**config.mk**
```make
export PLATFORM = sky130hd
export DESIGN_NAME = taa_queue
export DESIGN_NICKNAME = d
export VERILOG_FILES = /design/src/rtl/taa_pkg.sv /design/src/rtl/taa_queue.sv
export SDC_FILE = /design/constraint.sdc
export NUM_CORES = 1
export LEC_CHECK = 0
export BUFFER_PORTS_ARGS = -buffer_cell sky130_fd_sc_hd__buf_2
export CAP_MARGIN = 10
export CORE_MARGIN = 2
export CORE_UTILIZATION = 30
export DETAILED_ROUTE_END_ITERATION = 8
export GPL_ROUTABILITY_DRIVEN = 0
export HOLD_SLACK_MARGIN = 0.1
export SYNTH_ARGS = -nofsm -noshare
export SYNTH_HDL_FRONTEND = slang
export SYNTH_SLANG_ARGS = --single-unit
```
**constraint.sdc**
```tcl
create_clock -name clk -period 3.88 [get_ports clk]
set_clock_uncertainty 0.05 [all_clocks]
set_input_delay 0.776 -clock clk [delete_from_list [all_inputs] [get_ports clk]]
set_output_delay 0.776 -clock clk [all_outputs]
set_load 0.03 [all_outputs]
```
**src/rtl/taa_pkg.sv**
```systemverilog
// Shared types and constants for the table arctangent angle core.
// Used by the front end, the item queue, the back end and the top level.
`timescale 1ns / 1ps

package taa_pkg;

  localparam int unsigned FRACTION_BITS_DEFAULT = 10;
  localparam int unsigned QUEUE_DEPTH = 4;

  localparam logic OP_COMPUTE = 1'b0;
  localparam logic OP_WRITE   = 1'b1;

  localparam logic [15:0] QUARTER_TURN       = 16'h4000;
  localparam logic [15:0] THREE_QUARTER_TURN = 16'hC000;

  // Quadrant code: bit 0 set for negative y, bit 1 set for negative x.
  localparam logic [1:0] QUAD_YPOS_XPOS = 2'd0;
  localparam logic [1:0] QUAD_YNEG_XPOS = 2'd1;
  localparam logic [1:0] QUAD_YPOS_XNEG = 2'd2;
  localparam logic [1:0] QUAD_YNEG_XNEG = 2'd3;

  // One classified word as it waits between front and back.
  typedef struct packed {
    logic        is_write;
    logic        zero;
    logic        x_larger;
    logic [1:0]  quad;
    logic [31:0] num;
    logic [31:0] den;
    logic [10:0] entry_index;
    logic [15:0] entry_angle;
  } item_t;

  // Status of the queue as seen by the top level.
  typedef struct packed {
    logic head_valid;
    logic full;
  } queue_status_t;

endpackage

```
**src/rtl/taa_queue.sv**
```systemverilog
// Short first-in first-out queue of classified words between front and back.
// Depends on taa_pkg for the item and status types.
`timescale 1ns / 1ps

module taa_queue (
  input  logic                   clk,
  input  logic                   rst,
  input  logic                   push,
  input  taa_pkg::item_t         push_item,
  input  logic                   pop,
  output taa_pkg::item_t         head_item,
  output taa_pkg::queue_status_t status
);
  import taa_pkg::*;

  localparam int unsigned PTR_W = $clog2(QUEUE_DEPTH);

  item_t              slots [QUEUE_DEPTH];
  logic [PTR_W-1:0]   wr_ptr;
  logic [PTR_W-1:0]   rd_ptr;
  logic [PTR_W:0]     count;
  logic               do_pop;

  assign do_pop            = pop && (count != '0);
  assign status.head_valid = (count != '0);
  assign status.full       = (count == (PTR_W+1)'(QUEUE_DEPTH));
  assign head_item         = slots[rd_ptr];

  always_ff @(posedge clk) begin
    if (push) begin
      slots[wr_ptr] <= push_item;
    end
  end

  always_ff @(posedge clk) begin
    if (rst) begin
      wr_ptr <= '0;
      rd_ptr <= '0;
      count  <= '0;
    end else begin
      if (push) begin
        wr_ptr <= wr_ptr + 1'b1;
      end
      if (do_pop) begin
        rd_ptr <= rd_ptr + 1'b1;
      end
      count <= count + (PTR_W+1)'(push) - (PTR_W+1)'(do_pop);
    end
  end

endmodule

```
==> summary.txt <==
Route
  • DRC: 0
  • Router iterations before antenna repair: 5
  • Drt initial violations: 288
  • Antenna viol nets, final: 0
  • Via/cell ratio: 4.46
  • WL/cell: 19.4 um
  • Via Count: 6,364
  • Final wirelength: 27,700 um

Yosys
  • Yosys top cell area share: 0.805
  • Number of flops mapped to enable cells by yosys: 384
  • #FFs+latches synth: 393
  • Sequential share of the synthesized area: 0.818
  • Area leader, netlist: edfxtp_1
  • Ranking of synthesized cells by area: edfxtp_1 (81%), mux4_2 (15%), dfxtp_1 (1.3%)
  • Cell with the most instances after synthesis: edfxtp_1
  • Asr flop ratio synth: 0
  • Synthesized instance count: 548
  • Top post-synthesis cells by count: edfxtp_1 (384), mux4_2 (96), buf_2 (11)
  • Post-synthesis average cell area: 26.1 um2
  • Mapped Nets: 655
  • Post-Syn Area: 0.0143 mm2
  • Ys flop type: edfxtp_1
  • Yosys Warn Count: 0
  • Post-synthesis cell type count: 21

STA
  • Fin worst setup slack: 0.878 ns
  • RSZ-0062 raised after global routing: false
  • Fmax: 333 MHz
  • Final TNS setup: 0 ns
  • # setup viols final: 0
  • Slew @ Worst Pin: 0.758 ns
  • Pins over their slew limit: 0
  • Slew margin rel.: 0.495
  • Fin crit period: 3.00 ns
  • Final worst path period share: 0.774
  • Hold Fails Final Rpt: 0

Power and ir drop
  • Clock power share: 0.340
  • Sw Pwr: 0.00303 W
  • Comb power frac: 0.209
  • Leakage dissipation: 5.76 nW
  • Power per cell area: 634 mW/mm2
  • Seq pwr share: 0.451
  • Pint: 0.00801 W
  • Switching part of the total: 0.274
  • Max VDD drop: 0.379 mV

Critical path
  • CP Class: flop to output pin
  • CP required: 3.05 ns
  • CP Capture Type: output pin
  • Critical Path Start Type: flop
  • CP Max Fanout: 31
  • CP Data Arrival Time: 2.18 ns

Floorplan
  • Cell Rows: 80
  • Die ar.: 0.0495 mm2
  • Initial Util: 0.302
  • Boundary Pins: 198
  • Core box area: 0.0474 mm2
  • Die Span Y: 222 um
  • Die width: 222 um

Clock tree
  • Setup Fix Bufs, Post-CTS: 0
  • Worst skew pair latency: 0.55 ns
  • Reg clk slew, reported paths: 0.06 ns
  • Root buffer cell: clkbuf_16
  • Htree depth: 2
  • CTS buffer count: 42
  • Post-CTS Resized: 0
  • Clk buf depth: 3
  • CTS tree: built
  • CTS sink cnt: 393
  • CTS Hold Bufs: 0

Finish
  • Layout cells sized above 1: 0.452
  • Final instance area: 0.0174 mm2
  • Final #Nets: 887
  • Fill cells: 4,334
  • Area grow syn2layout: 21.7%

GRT
  • Pin count of the biggest net entering global routing: 58
  • GRT Util Overall: 0.112
  • Total grt overflow: 0
  • Vias in the first global route: 6,976
  • First-pass GRT wire length: 41,700 um
  • Initial antenna violation count: 1

Placement
  • I/O Buffers: 197
  • Placed cell areas: 0.0161 mm2
  • Post-place setup slack: 1.38 ns
  • Dpl hpwl: 16,400 um

Run status
  • Outcome: complete, no violations

Hold path
  • Hold Path Class: input port to flop

Run
  • Total of max-cap violations: 0
-- worst paths after layout --
path / start / endpoint / slack (ns) / cells past startpoint
max: flop / head_item[49] / 0.88 / 3
min: push_item[13] / slots[3][13] / 0.39 / 1
max reg2reg: count[1] / count[2] / 1.87 / 7
min reg2reg: wr_ptr[1] / wr_ptr[1] / 0.50 / 2
-- critical path, cell delays in order (launching register included) --
cell	delay [ns]
dfxtp_4	0.68
buf_4	0.37
mux4_2	0.36
buf_2	0.20
-- cell type report --
cell class	instances	area, um2	area share
Tap cell	615	769	0.0442
Clock buffer	63	1210	0.0697
Sequential cell	393	11700	0.673
Clock inverter	11	76.3	0.00438
Inverter	6	22.5	0.00129
Multi-Input combinational cell	126	2440	0.140
Timing Repair Buffer	211	1180	0.0676
Antenna cell	1	2.50	0.000144
-- power by group through the flow --
stage / clock network (W) / logic (W) / registers, W
final: 0.00376 / 0.00231 / 0.00498
after global placement: 0 / 0.00236 / 0.00506
after detailed placement: 0 / 0.00237 / 0.00507
after CTS: 0.00389 / 0.00238 / 0.00498
after floorplan: 0 / 0.00176 / 0.00504
after global routing: 0.00403 / 0.00248 / 0.00500
-- through the flow --
stage,hold slack [ns],utilization,power (W),cells
6_report,0.386,0.367,0.0110,1426
5_1_grt,0.367,0.367,0.0115,1425
4_1_cts,0.345,0.367,0.0112,1425
3_5_place_dp,0.497,0.340,0.00744,1351
3_3_place_gp,0.498,0.340,0.00742,1351
2_1_floorplan,0.464,-,0.00680,548
-- registers in the layout, indices dropped and copies added, names as in the netlist, named ones only --
register,count
count,3
rd_ptr,2
wr_ptr,2
slots,384
-- per-layer routing --
metal	share of wire	GRT usage	up-vias	wire length [um]
met5	0.00040	0	-	11
met2	0.49	0.186	174	13500
met1	0.42	0.138	3318	11700
li1	-	-	2822	-
met3	0.067	0.0348	48	1860
met4	0.024	0.0414	2	667
-- layout by cell type (no fill, tap or decap) --
cell / synthesis / routed
buf_2: 11 / 197
o31a_1: 1 / 1
inv_1: 6 / 6
clkinvlp_4: 0 / 1
clkbuf_8: 0 / 2
nor2b_1: 4 / 4
mux2i_1: 1 / 1
xnor2_1: 1 / 1
inv_6: 0 / 1
diode_2: 0 / 1
mux4_2: 96 / 96
ha_1: 6 / 6
nor2_1: 5 / 5
bufinv_16: 0 / 1
and2_4: 0 / 4
o311ai_0: 1 / 1
clkbuf_1: 6 / 16
buf_12: 1 / 7
dfxtp_1: 9 / 7
dfxtp_4: 0 / 2
or3_1: 1 / 1
mux2_2: 3 / 3
clkinv_1: 0 / 8
fa_1: 1 / 1
clkbuf_16: 0 / 45
xor3_1: 1 / 1
and3_1: 1 / 1
edfxtp_1: 384 / 384
buf_4: 0 / 7
-- kinds of logic after synthesis --
| group | share of synthesized area |
|---|---|
| adders and majority gates | 0.00664 |
| xor gates and xnor gates | 0.00227 |
| and+or+nand+nor | 0.00568 |
| muxes | 0.154 |
| AOI/OAI and AO/OA | 0.00122 |
| buffers and inverters | 0.0123 |
| DFF | 0.818 |
No activity file was read; power rests on OpenSTA's default activity.
