`src/rtl/taa_pkg.sv`:
```
// Shared types and constants for the table arctangent angle core.
// Used by the front end, the item queue, the back end and the top level.
`timescale 1ns / 1ps

package taa_pkg;

  localparam int unsigned FRACTION_BITS_DEFAULT = 10;
  localparam int unsigned QUEUE_DEPTH = 4;

  localparam logic OP_COMPUTE = 1'b0;
  localparam logic OP_WRITE   = 1'b1;

  localparam logic [15:0] QUARTER_TURN       = 16'h4000;
  localparam logic [15:0] THREE_QUARTER_TURN = 16'hC000;

  // Quadrant code: bit 0 set for negative y, bit 1 set for negative x.
  localparam logic [1:0] QUAD_YPOS_XPOS = 2'd0;
  localparam logic [1:0] QUAD_YNEG_XPOS = 2'd1;
  localparam logic [1:0] QUAD_YPOS_XNEG = 2'd2;
  localparam logic [1:0] QUAD_YNEG_XNEG = 2'd3;

  // One classified word as it waits between front and back.
  typedef struct packed {
    logic        is_write;
    logic        zero;
    logic        x_larger;
    logic [1:0]  quad;
    logic [31:0] num;
    logic [31:0] den;
    logic [10:0] entry_index;
    logic [15:0] entry_angle;
  } item_t;

  // Status of the queue as seen by the top level.
  typedef struct packed {
    logic head_valid;
    logic full;
  } queue_status_t;

endpackage

```
`src/rtl/taa_front.sv`:
```
// Front end: takes magnitudes and signs, picks numerator and divisor.
// Depends on taa_pkg for the item type and operation codes.
`timescale 1ns / 1ps

module taa_front #(
  parameter int unsigned FRACTION_BITS = taa_pkg::FRACTION_BITS_DEFAULT
) (
  input  logic               op,
  input  logic signed [31:0] y_value,
  input  logic signed [31:0] x_value,
  input  logic [10:0]        entry_index,
  input  logic [15:0]        entry_angle,
  output taa_pkg::item_t     item
);
  import taa_pkg::*;

  logic [31:0] ay;
  logic [31:0] ax;
  logic        y_larger;
  logic [31:0] small_mag;

  always_comb begin
    ay = y_value[31] ? 32'(-y_value) : 32'(y_value);
    ax = x_value[31] ? 32'(-x_value) : 32'(x_value);
    // Equal magnitudes count as y being the larger.
    y_larger  = (ay >= ax);
    small_mag = y_larger ? ax : ay;

    item.is_write    = (op == OP_WRITE);
    item.zero        = y_larger && (ay == 32'd0);
    item.x_larger    = !y_larger;
    item.quad        = {x_value[31], y_value[31]};
    item.num         = 32'(small_mag << FRACTION_BITS);
    item.den         = y_larger ? ay : ax;
    item.entry_index = entry_index;
    item.entry_angle = entry_angle;
  end

endmodule

```
`config.mk`:
```
export PLATFORM = sky130hd
export DESIGN_NAME = taa_front
export DESIGN_NICKNAME = d
export VERILOG_FILES = /design/src/rtl/taa_pkg.sv /design/src/rtl/taa_front.sv
export SDC_FILE = /design/constraint.sdc
export NUM_CORES = 1
export LEC_CHECK = 0
export BUFFER_PORTS_ARGS = -buffer_cell sky130_fd_sc_hd__buf_4
export CAP_MARGIN = 25
export CELL_PAD_IN_SITES_DETAIL_PLACEMENT = 0
export CELL_PAD_IN_SITES_GLOBAL_PLACEMENT = 2
export CORE_MARGIN = 1.5
export CORE_UTILIZATION = 23
export DETAILED_ROUTE_END_ITERATION = 7
export PLACE_DENSITY_LB_ADDON = 0.15
export SYNTH_ARGS = -nofsm -noshare
export SYNTH_HDL_FRONTEND = slang
export SYNTH_SLANG_ARGS = --single-unit
```
`constraint.sdc`:
```
create_clock -name vclk -period 10.3
set_clock_uncertainty 0.05 [all_clocks]
set_input_delay 2.575 -clock vclk [all_inputs]
set_output_delay 2.575 -clock vclk [all_outputs]
set_load 0.02 [all_outputs]
```
==> results of run 1 <==
==> final cells by class <==
cell class                      count  area share
Inverter                           36      0.0324
Multi-Input combinational cell    372       0.671
Tap cell                          180      0.0541
Timing Repair Buffer              133       0.243
==> what timing repair did <==
| action | in CTS | in global routing |
|---|---|---|
| gates resized for setup | 0 | 2 |
| setup endpoints to repair | 0 | 1 |
| hold endpoints to repair | 0 | 0 |
==> logic make-up (layout without fill, tap and decap cells) <==
family | after synthesis | in the layout | synth area share
simple gates | 123 | 123 | 0.206
compound gates | 98 | 98 | 0.197
buf+inv | 96 | 169 | 0.158
xor+xnor | 58 | 58 | 0.156
mux | 49 | 49 | 0.151
fa+ha+maj | 34 | 34 | 0.131
other cells | 1 | 10 | 0.00115
==> where the power goes <==
part / internal [mW] / switching, mW
registers: 0 / 0
logic: 0.166 / 0.231
clock network: 0 / 0
==> critical path: cells and delay by family <==
family                     cells  cell delay, ps
adders and majority gates      1             300
buffers and inverters          3             400
AOI/OAI and AO/OA              1             300
xor gates and xnor gates       1             210
and+or+nand+nor               11            3270
==> through the flow <==
step | setup slack [ps] | cell area [sq um] | std cells | hold WS, ps
after detailed placement | 399 | 4150 | 721 | 5100
after CTS | 353 | 4150 | 721 | 5100
after global placement | 491 | 4150 | 721 | 5100
after global routing | 107 | 4170 | 721 | 5100
final | 624 | 4170 | 721 | 5100
after floorplan | 848 | 3290 | 468 | 5210
==> cells in the final DEF (no fill, tap or decap), types with 2 or more instances in the layout <==
cell type,n
conb_1,10
buf_4,132
o211ai_1,2
nand2b_1,7
inv_1,36
o31ai_1,17
nand4_1,9
a21o_1,5
ha_1,34
o22ai_1,2
o21a_1,3
o41ai_1,8
or3_1,8
a32oi_1,2
nor4b_1,2
nor2_1,19
o21ai_0,27
xor2_1,46
xnor2_1,12
nand3_1,6
nor3_1,8
a21oi_1,22
nor2b_1,3
or4_1,7
nand2_1,32
nand4bb_1,3
nor4_2,3
nor4_1,6
mux2i_1,49
==> worst min path at each step <==
stage | end | slack, ps | depth (start not counted)
finish | item[0] | 5100 | 0
global route | item[0] | 5100 | 0
CTS | item[16] | 5100 | 0
detailed placement | item[16] | 5100 | 0
global placement | item[16] | 5100 | 0
floorplan | item[0] | 5210 | 1
==> per-layer routing <==
metal	up-vias	part of all wire	track usage
met5	-	0	0
met4	0	0.0029	0.00882
met3	6	0.041	0.00890
met2	101	0.48	0.276
met1	1577	0.47	0.210
li1	1777	-	-
==> impl_metrics.json, run 1 <==
{
  "num_rows": 43,
  "grt_util_all_layers": 0.154,
  "irDropWorstVdd_mv": 0.0629,
  "startpoint": "y_value[2]",
  "detail_route.vias_per_cell": 4.80,
  "drc_errors": 0,
  "max-cap-violations": 0,
  "rsz0062_at_grt": "false",
  "antenna_found_initial": 0,
  "ys_seq_area_frac": 0,
  "gp_congestion": 0.771,
  "cts_setup_buffers": 0,
  "worst_slew_pin_slew_ps": 556,
  "synth_top_area_share": 0.151,
  "yosysTopAreaCell": "mux2i_1",
  "cp_max_fo": 6,
  "port_buffers": 122,
  "grt_max_degree": 45,
  "ant_nets": 0,
  "period_share": 0.939,
  "ys_warn_count": 0,
  "netlist_instances": 459,
  "tns_ps": 0,
  "multi_input_area_sq_um": 2790,
  "die_h_um": 122,
  "status": "completed",
  "drt_iter0_drc": 140,
  "final_util": 0.300,
  "critPathSlowestCell": "or4_4",
  "slowest_delay_ps": 550,
  "fillers": 1551,
  "seqCellArea_sq_um": 0,
  "max_slew_margin": 0.627,
  "die_x_um": 122,
  "powerDensity_nw_per_um2": 95.3,
  "diodes": 0,
  "post_drt_wl_per_cell_um": 16.6,
  "grt_pass1_wl_um": 18100,
  "area_growth_pct": 27.8,
  "grt_pass1_vias": 3328,
  "synth_area_leaders": "mux2i_1 (15%), ha_1 (13%), xor2_1 (12%)",
  "grt-ovfl-total": 0,
  "hp-start": "entry_angle[0]",
  "endpoint_kind": "output pin",
  "path_cells": "buf_4, or4_4, nand4bb_1, nand4bb_1, nor3_1, nand2b_1, xor2_1, inv_1, ha_1, nand4_1, nor4_1, nand4_1, a311oi_1, nor3_2, or4_1, nor4_2, buf_4",
  "dieArea_sq_um": 14900,
  "crit_type": "input port to output pin",
  "n_clock_buffer": 0,
  "synth_cell_types": 51,
  "start_kind": "input port",
  "drive_above_1_share": 0.259,
  "synth_commonest_cells": "mux2i_1 (49), xor2_1 (46), buf_4 (41), inv_1 (36), ha_1 (34)",
  "seq_cells": 0,
  "fin_nets": 669,
  "first_pass_iters": 4,
  "p_leak_nw": 2.06,
  "core-area_sq_um": 13900,
  "hold_buffers": 0,
  "drv_slew": 0,
  "crit_required_ps": 7680,
  "yosysMostFrequentCell": "mux2i_1",
  "period_minus_slack_ps": 9680,
  "syn_area_per_cell_sq_um": 7.10,
  "routed_wl_um": 11900,
  "io_pins": 188,
  "endpoint": "item[94]",
  "setup_viol_count_final": 0,
  "netlist_area_sq_um": 3260,
  "cp_data_arrival_time_ps": 7050,
  "power_uw": 397,
  "hpwl_um": 10300,
  "timing.fmax_mhz": 103,
  "hold_viol_final": 0,
  "min_path_type": "input port to output pin",
  "num_vias": 3461,
  "start_util": 0.235
}
No activity file was read; power rests on OpenSTA's default activity.
==> inputs of run 2 (changes only) <==
--- a/config.mk
+++ b/config.mk
@@ -5,12 +5,13 @@
 export SDC_FILE = /design/constraint.sdc
 export NUM_CORES = 1
 export LEC_CHECK = 0
+export ABC_AREA = 1
 export BUFFER_PORTS_ARGS = -buffer_cell sky130_fd_sc_hd__buf_4
 export CAP_MARGIN = 25
 export CELL_PAD_IN_SITES_DETAIL_PLACEMENT = 0
 export CELL_PAD_IN_SITES_GLOBAL_PLACEMENT = 2
 export CORE_MARGIN = 1.5
-export CORE_UTILIZATION = 23
+export CORE_UTILIZATION = 22
 export DETAILED_ROUTE_END_ITERATION = 7
 export PLACE_DENSITY_LB_ADDON = 0.15
 export SYNTH_ARGS = -nofsm -noshare
==> constraint.sdc (replaced) <==
create_clock -name vclk -period 9.9
set_clock_uncertainty 0.05 [all_clocks]
set_input_delay 2.475 -clock vclk [all_inputs]
set_output_delay 2.475 -clock vclk [all_outputs]
set_load 0.02 [all_outputs]
==> run 2 against run 1 <==
  * Non-clock buffer count shrank 10
  * Cell area grew 14%
  * Total power fell by 3.8%
  * Wire length rose by 22%
  * Critical endpoint is now item[74]
==> impl_metrics.json, run 2 <==
{
  "status": "completed",
  "ys_seq_area_frac": 0,
  "use_met2": 0.285,
  "num_rows": 48,
  "grt_util_all_layers": 0.153,
  "synth_cell_types": 40,
  "num_vias": 4586,
  "path_cells": "buf_4, inv_1, ha_1, nand4_1, nor2_2, nand3_2, o21ai_2, nand2_1, xor2_1, inv_1, ha_1, nand4_1, nor2_1, inv_1, a21oi_1, nor2_1, nand3_2, inv_2, o21ai_0, buf_4",
  "grt_pass1_vias": 4358,
  "start_kind": "input port",
  "max-cap-violations": 0,
  "die_x_um": 136,
  "critPathBufInv": 6,
  "area_growth_pct": 21.7,
  "irDropWorstVdd_mv": 0.0551,
  "port_buffers": 122,
  "grt-busiest-layer": "met2",
  "start_util": 0.225,
  "yosysTopAreaCell": "nand2_1",
  "first_pass_iters": 4,
  "post_drt_wl_per_cell_um": 14.2,
  "grtUsageMet3": 0.00597,
  "netlist_instances": 735,
  "hold_viol_final": 0,
  "fin_area_sq_um": 4730,
  "period_share": 0.893,
  "cts_setup_buffers": 0,
  "antenna_found_initial": 0,
  "drt_iter0_drc": 166,
  "mostFrequentLayoutCells": "nand2_1 (221), buf_4 (123), inv_1 (88)",
  "seq_cells": 0,
  "met1_usage": 0.207,
  "multi_input_area_sq_um": 3150,
  "rsz0062_at_grt": "false",
  "cts_resized": 0,
  "critical_path.top_delay_family": "simple AND/OR/NAND/NOR gates",
  "setup_viol_count_final": 0,
  "fin_nets": 936,
  "grt_pass1_wl_um": 22500,
  "drc_errors": 0,
  "n_clock_buffer": 0,
  "hold_buffers": 0,
  "endpoint_kind": "output pin",
  "max_slew_margin": 0.539,
  "drive_above_1_share": 0.225,
  "worst_slew_pin_slew_ps": 690,
  "synth_top_area_share": 0.214,
  "die_h_um": 136,
  "min_path_type": "input port to output pin",
  "ys_warn_count": 0,
  "period_minus_slack_ps": 8840,
  "netlist_area_sq_um": 3880,
  "timing.fmax_mhz": 113,
  "cp_max_fo": 42,
  "grt-ovfl-total": 0,
  "crit_required_ps": 7380,
  "dieArea_sq_um": 18500,
  "ant_nets": 0,
  "slowest_delay_ps": 680,
  "cpMostUsedCell": "inv_1",
  "p_leak_nw": 2.56,
  "routed_wl_um": 14600,
  "io_pins": 188,
  "yosysMostFrequentCell": "nand2_1",
  "synth_commonest_cells": "nand2_1 (221), inv_1 (88), nor2_1 (78), o21ai_0 (45), buf_4 (43)",
  "drv_slew": 0,
  "core-area_sq_um": 17300,
  "powerDensity_nw_per_um2": 80.8,
  "synth_area_leaders": "nand2_1 (21%), ha_1 (11%), inv_1 (8.5%)",
  "diodes": 0,
  "syn_area_per_cell_sq_um": 5.29,
  "critPathSlowestCell": "inv_2",
  "crit_type": "input port to output pin",
  "grt_max_degree": 47,
  "detail_route.vias_per_cell": 4.44,
  "place_area_sq_um": 4730,
  "gp_congestion": 0.793,
  "cp_data_arrival_time_ps": 6310,
  "seqCellArea_sq_um": 0,
  "fillers": 2063,
  "layout.cells.most_common": "nand2_1",
  "hpwl_um": 12900,
  "tns_ps": 0
}
run 2: final timing paths:
check                      startpoint        to  slack (ps)  cells past startpoint
worst max-delay path       x_value[0]  item[74]        1060                     20
worst min-delay path  entry_angle[10]  item[10]        4900                      0
run 2: metal layers:
layer,share of wire,routed length (um)
met1,0.47,6800
met2,0.49,7170
met3,0.043,634
met4,0.00089,13
met5,0,0
run 2: report_power, final:
part / total [mW] / switching, mW / internal, mW
Sequential: 0 / 0 / 0
Clock: 0 / 0 / 0
Combinational: 0.382 / 0.241 / 0.141
run 2: cell families after synthesis:
| logic type | share of synthesized area |
|---|---|
| compound gates | 0.143 |
| other cells | 0.000965 |
| simple gates | 0.488 |
| xor+xnor | 0.0609 |
| fa+ha+maj | 0.110 |
| buf+inv | 0.198 |
run 2: layout make-up:
| class | count | share of cell area |
|---|---|---|
| inverters | 100 | 0.0794 |
| well taps | 225 | 0.0595 |
| repair buffers | 123 | 0.195 |
| multi-input cells | 585 | 0.666 |
run 2: through the flow:
| step | hold WS, ps | worst slack, ps | instances | power (mW) | utilization |
|---|---|---|---|---|---|
| after floorplan | 5010 | 2130 | 744 | 0.253 | - |
| after global placement | 4900 | 1050 | 1033 | 0.388 | 0.273 |
| after detailed placement | 4900 | 999 | 1033 | 0.387 | 0.273 |
| after CTS | 4900 | 1010 | 1033 | 0.388 | 0.273 |
| after global routing | 4900 | 494 | 1033 | 0.425 | 0.273 |
| final | 4900 | 1060 | 1033 | 0.382 | 0.273 |
==> inputs of run 3 (changes only) <==
--- a/config.mk
+++ b/config.mk
@@ -13,6 +13,7 @@
 export CORE_MARGIN = 1.5
 export CORE_UTILIZATION = 22
 export DETAILED_ROUTE_END_ITERATION = 7
+export GPL_TIMING_DRIVEN = 0
 export PLACE_DENSITY_LB_ADDON = 0.15
 export SYNTH_ARGS = -nofsm -noshare
 export SYNTH_HDL_FRONTEND = slang
==> run 3 against run 2 <==
  * Flip-flop and latch count is the same
  * Critical endpoint is now item[87]
  * Wire length up 9.2%
  * Critical path type unchanged
  * Worst setup slack better by 120 ps
  * Non-clock buffer count grew 85
  * Utilization is 3.4 points higher
  * Final cell count rose by 8.2%
==> impl_metrics.json, run 3 (synthesis gave the netlist of run 2 again) <==
{
  "drc_errors": 0,
  "num_vias": 4908,
  "drt_iter0_drc": 165,
  "p_int_uw": 164,
  "place_inst": 1118,
  "power.switching_uw": 268,
  "clock_power_share": 0,
  "post_drt_wl_per_cell_um": 14.3,
  "cts_setup_buffers": 0,
  "layout_setup_ws_ps": 1180,
  "post-place-ws_ps": 1170,
  "drv_slew": 0,
  "drive_above_1_share": 0.291,
  "max-cap-violations": 0,
  "crit_required_ps": 7380,
  "timing.fmax_mhz": 115,
  "power_uw": 432,
  "cp_max_fo": 10,
  "irDropWorstVdd_mv": 0.0563,
  "dieArea_sq_um": 18500,
  "cts_resized": 0,
  "start_kind": "input port",
  "grt_pass1_vias": 4723,
  "num_rows": 48,
  "slowest_delay_ps": 470,
  "area_growth_pct": 36.9,
  "critPathBufInv": 6,
  "comb_power_share": 1.000,
  "endpoint_kind": "output pin",
  "core-area_sq_um": 17300,
  "rsz0062_at_grt": "false",
  "grt_max_degree": 11,
  "port_buffers": 149,
  "layout.cells.most_common": "nand2_1",
  "start_util": 0.225,
  "ant_nets": 0,
  "gp_congestion": 0.869,
  "hold_buffers": 0,
  "worst_slew_pin_slew_ps": 575,
  "max_slew_margin": 0.617,
  "fillers": 2060,
  "status": "completed",
  "diodes": 0,
  "seq_cells": 0,
  "die_h_um": 136,
  "critPathSlowestCell": "clkbuf_1",
  "crit_type": "input port to output pin",
  "fin_cells": 1118,
  "first_pass_iters": 4,
  "min_path_type": "input port to output pin",
  "p_leak_nw": 2.95,
  "n_clock_buffer": 0,
  "hold_viol_final": 0,
  "grt_util_all_layers": 0.167,
  "routed_wl_um": 16000,
  "cp_data_arrival_time_ps": 6200,
  "io_pins": 188,
  "period_minus_slack_ps": 8720,
  "seqPwrFrac": 0,
  "powerDensity_nw_per_um2": 81.2,
  "sw_frac_of_total": 0.619,
  "cpMostUsedCell": "inv_1",
  "fin_nets": 1021,
  "seqCellArea_sq_um": 0,
  "setup_viol_count_final": 0,
  "critical_path.top_delay_family": "simple AND/OR/NAND/NOR gates",
  "hpwl_um": 14200,
  "period_share": 0.881,
  "die_x_um": 136,
  "mostFrequentLayoutCells": "nand2_1 (221), buf_4 (192), inv_1 (88)",
  "tns_ps": 0,
  "antenna_found_initial": 0,
  "path_cells": "buf_4, inv_1, ha_1, nand4_1, nor2_2, nand3_2, o21ai_2, o21ai_1, xor2_1, inv_1, ha_1, nand4_1, nor2_1, inv_1, nor2_1, nand3_1, nand3_2, clkbuf_1, nand2_1, o21ai_0, buf_4",
  "detail_route.vias_per_cell": 4.39,
  "grt_pass1_wl_um": 24400,
  "grt-ovfl-total": 0,
  "final_util": 0.308
}
-- run 3: routing by layer --
layer	routed length (um)	up-vias	track usage
li1	-	2606	-
met1	7570	2153	0.234
met2	7590	145	0.300
met3	748	4	0.00447
met4	65	0	0.00709
met5	0	-	0
-- run 3: path summary, 6_finish.rpt --
kind           start  endpoint  slack [ps]  cells after the start
min   entry_index[7]  item[23]        5100                      2
max       x_value[0]  item[87]        1180                     21
-- run 3: final cells by class --
cell class / count / area [sq um] / share of cell area
buffer: 59 / 394 / 0.0741
inverter: 100 / 375 / 0.0706
multi-input combinational: 585 / 3150 / 0.592
tap: 225 / 282 / 0.0529
timing repair buffer: 149 / 1120 / 0.210
-- run 3: stage by stage --
step	hold WS [ps]	instance area [sq um]
finish	5100	5320
global route	5100	5320
CTS	5100	5320
detailed placement	5100	5320
global placement	5100	5320
floorplan	5010	3920
-- run 3: power by group through the flow --
stage | clock network [mW] | registers, mW | logic [mW]
after global routing | 0 | 0 | 0.475
final | 0 | 0 | 0.432
after floorplan | 0 | 0 | 0.253
after global placement | 0 | 0 | 0.435
after detailed placement | 0 | 0 | 0.437
after CTS | 0 | 0 | 0.438
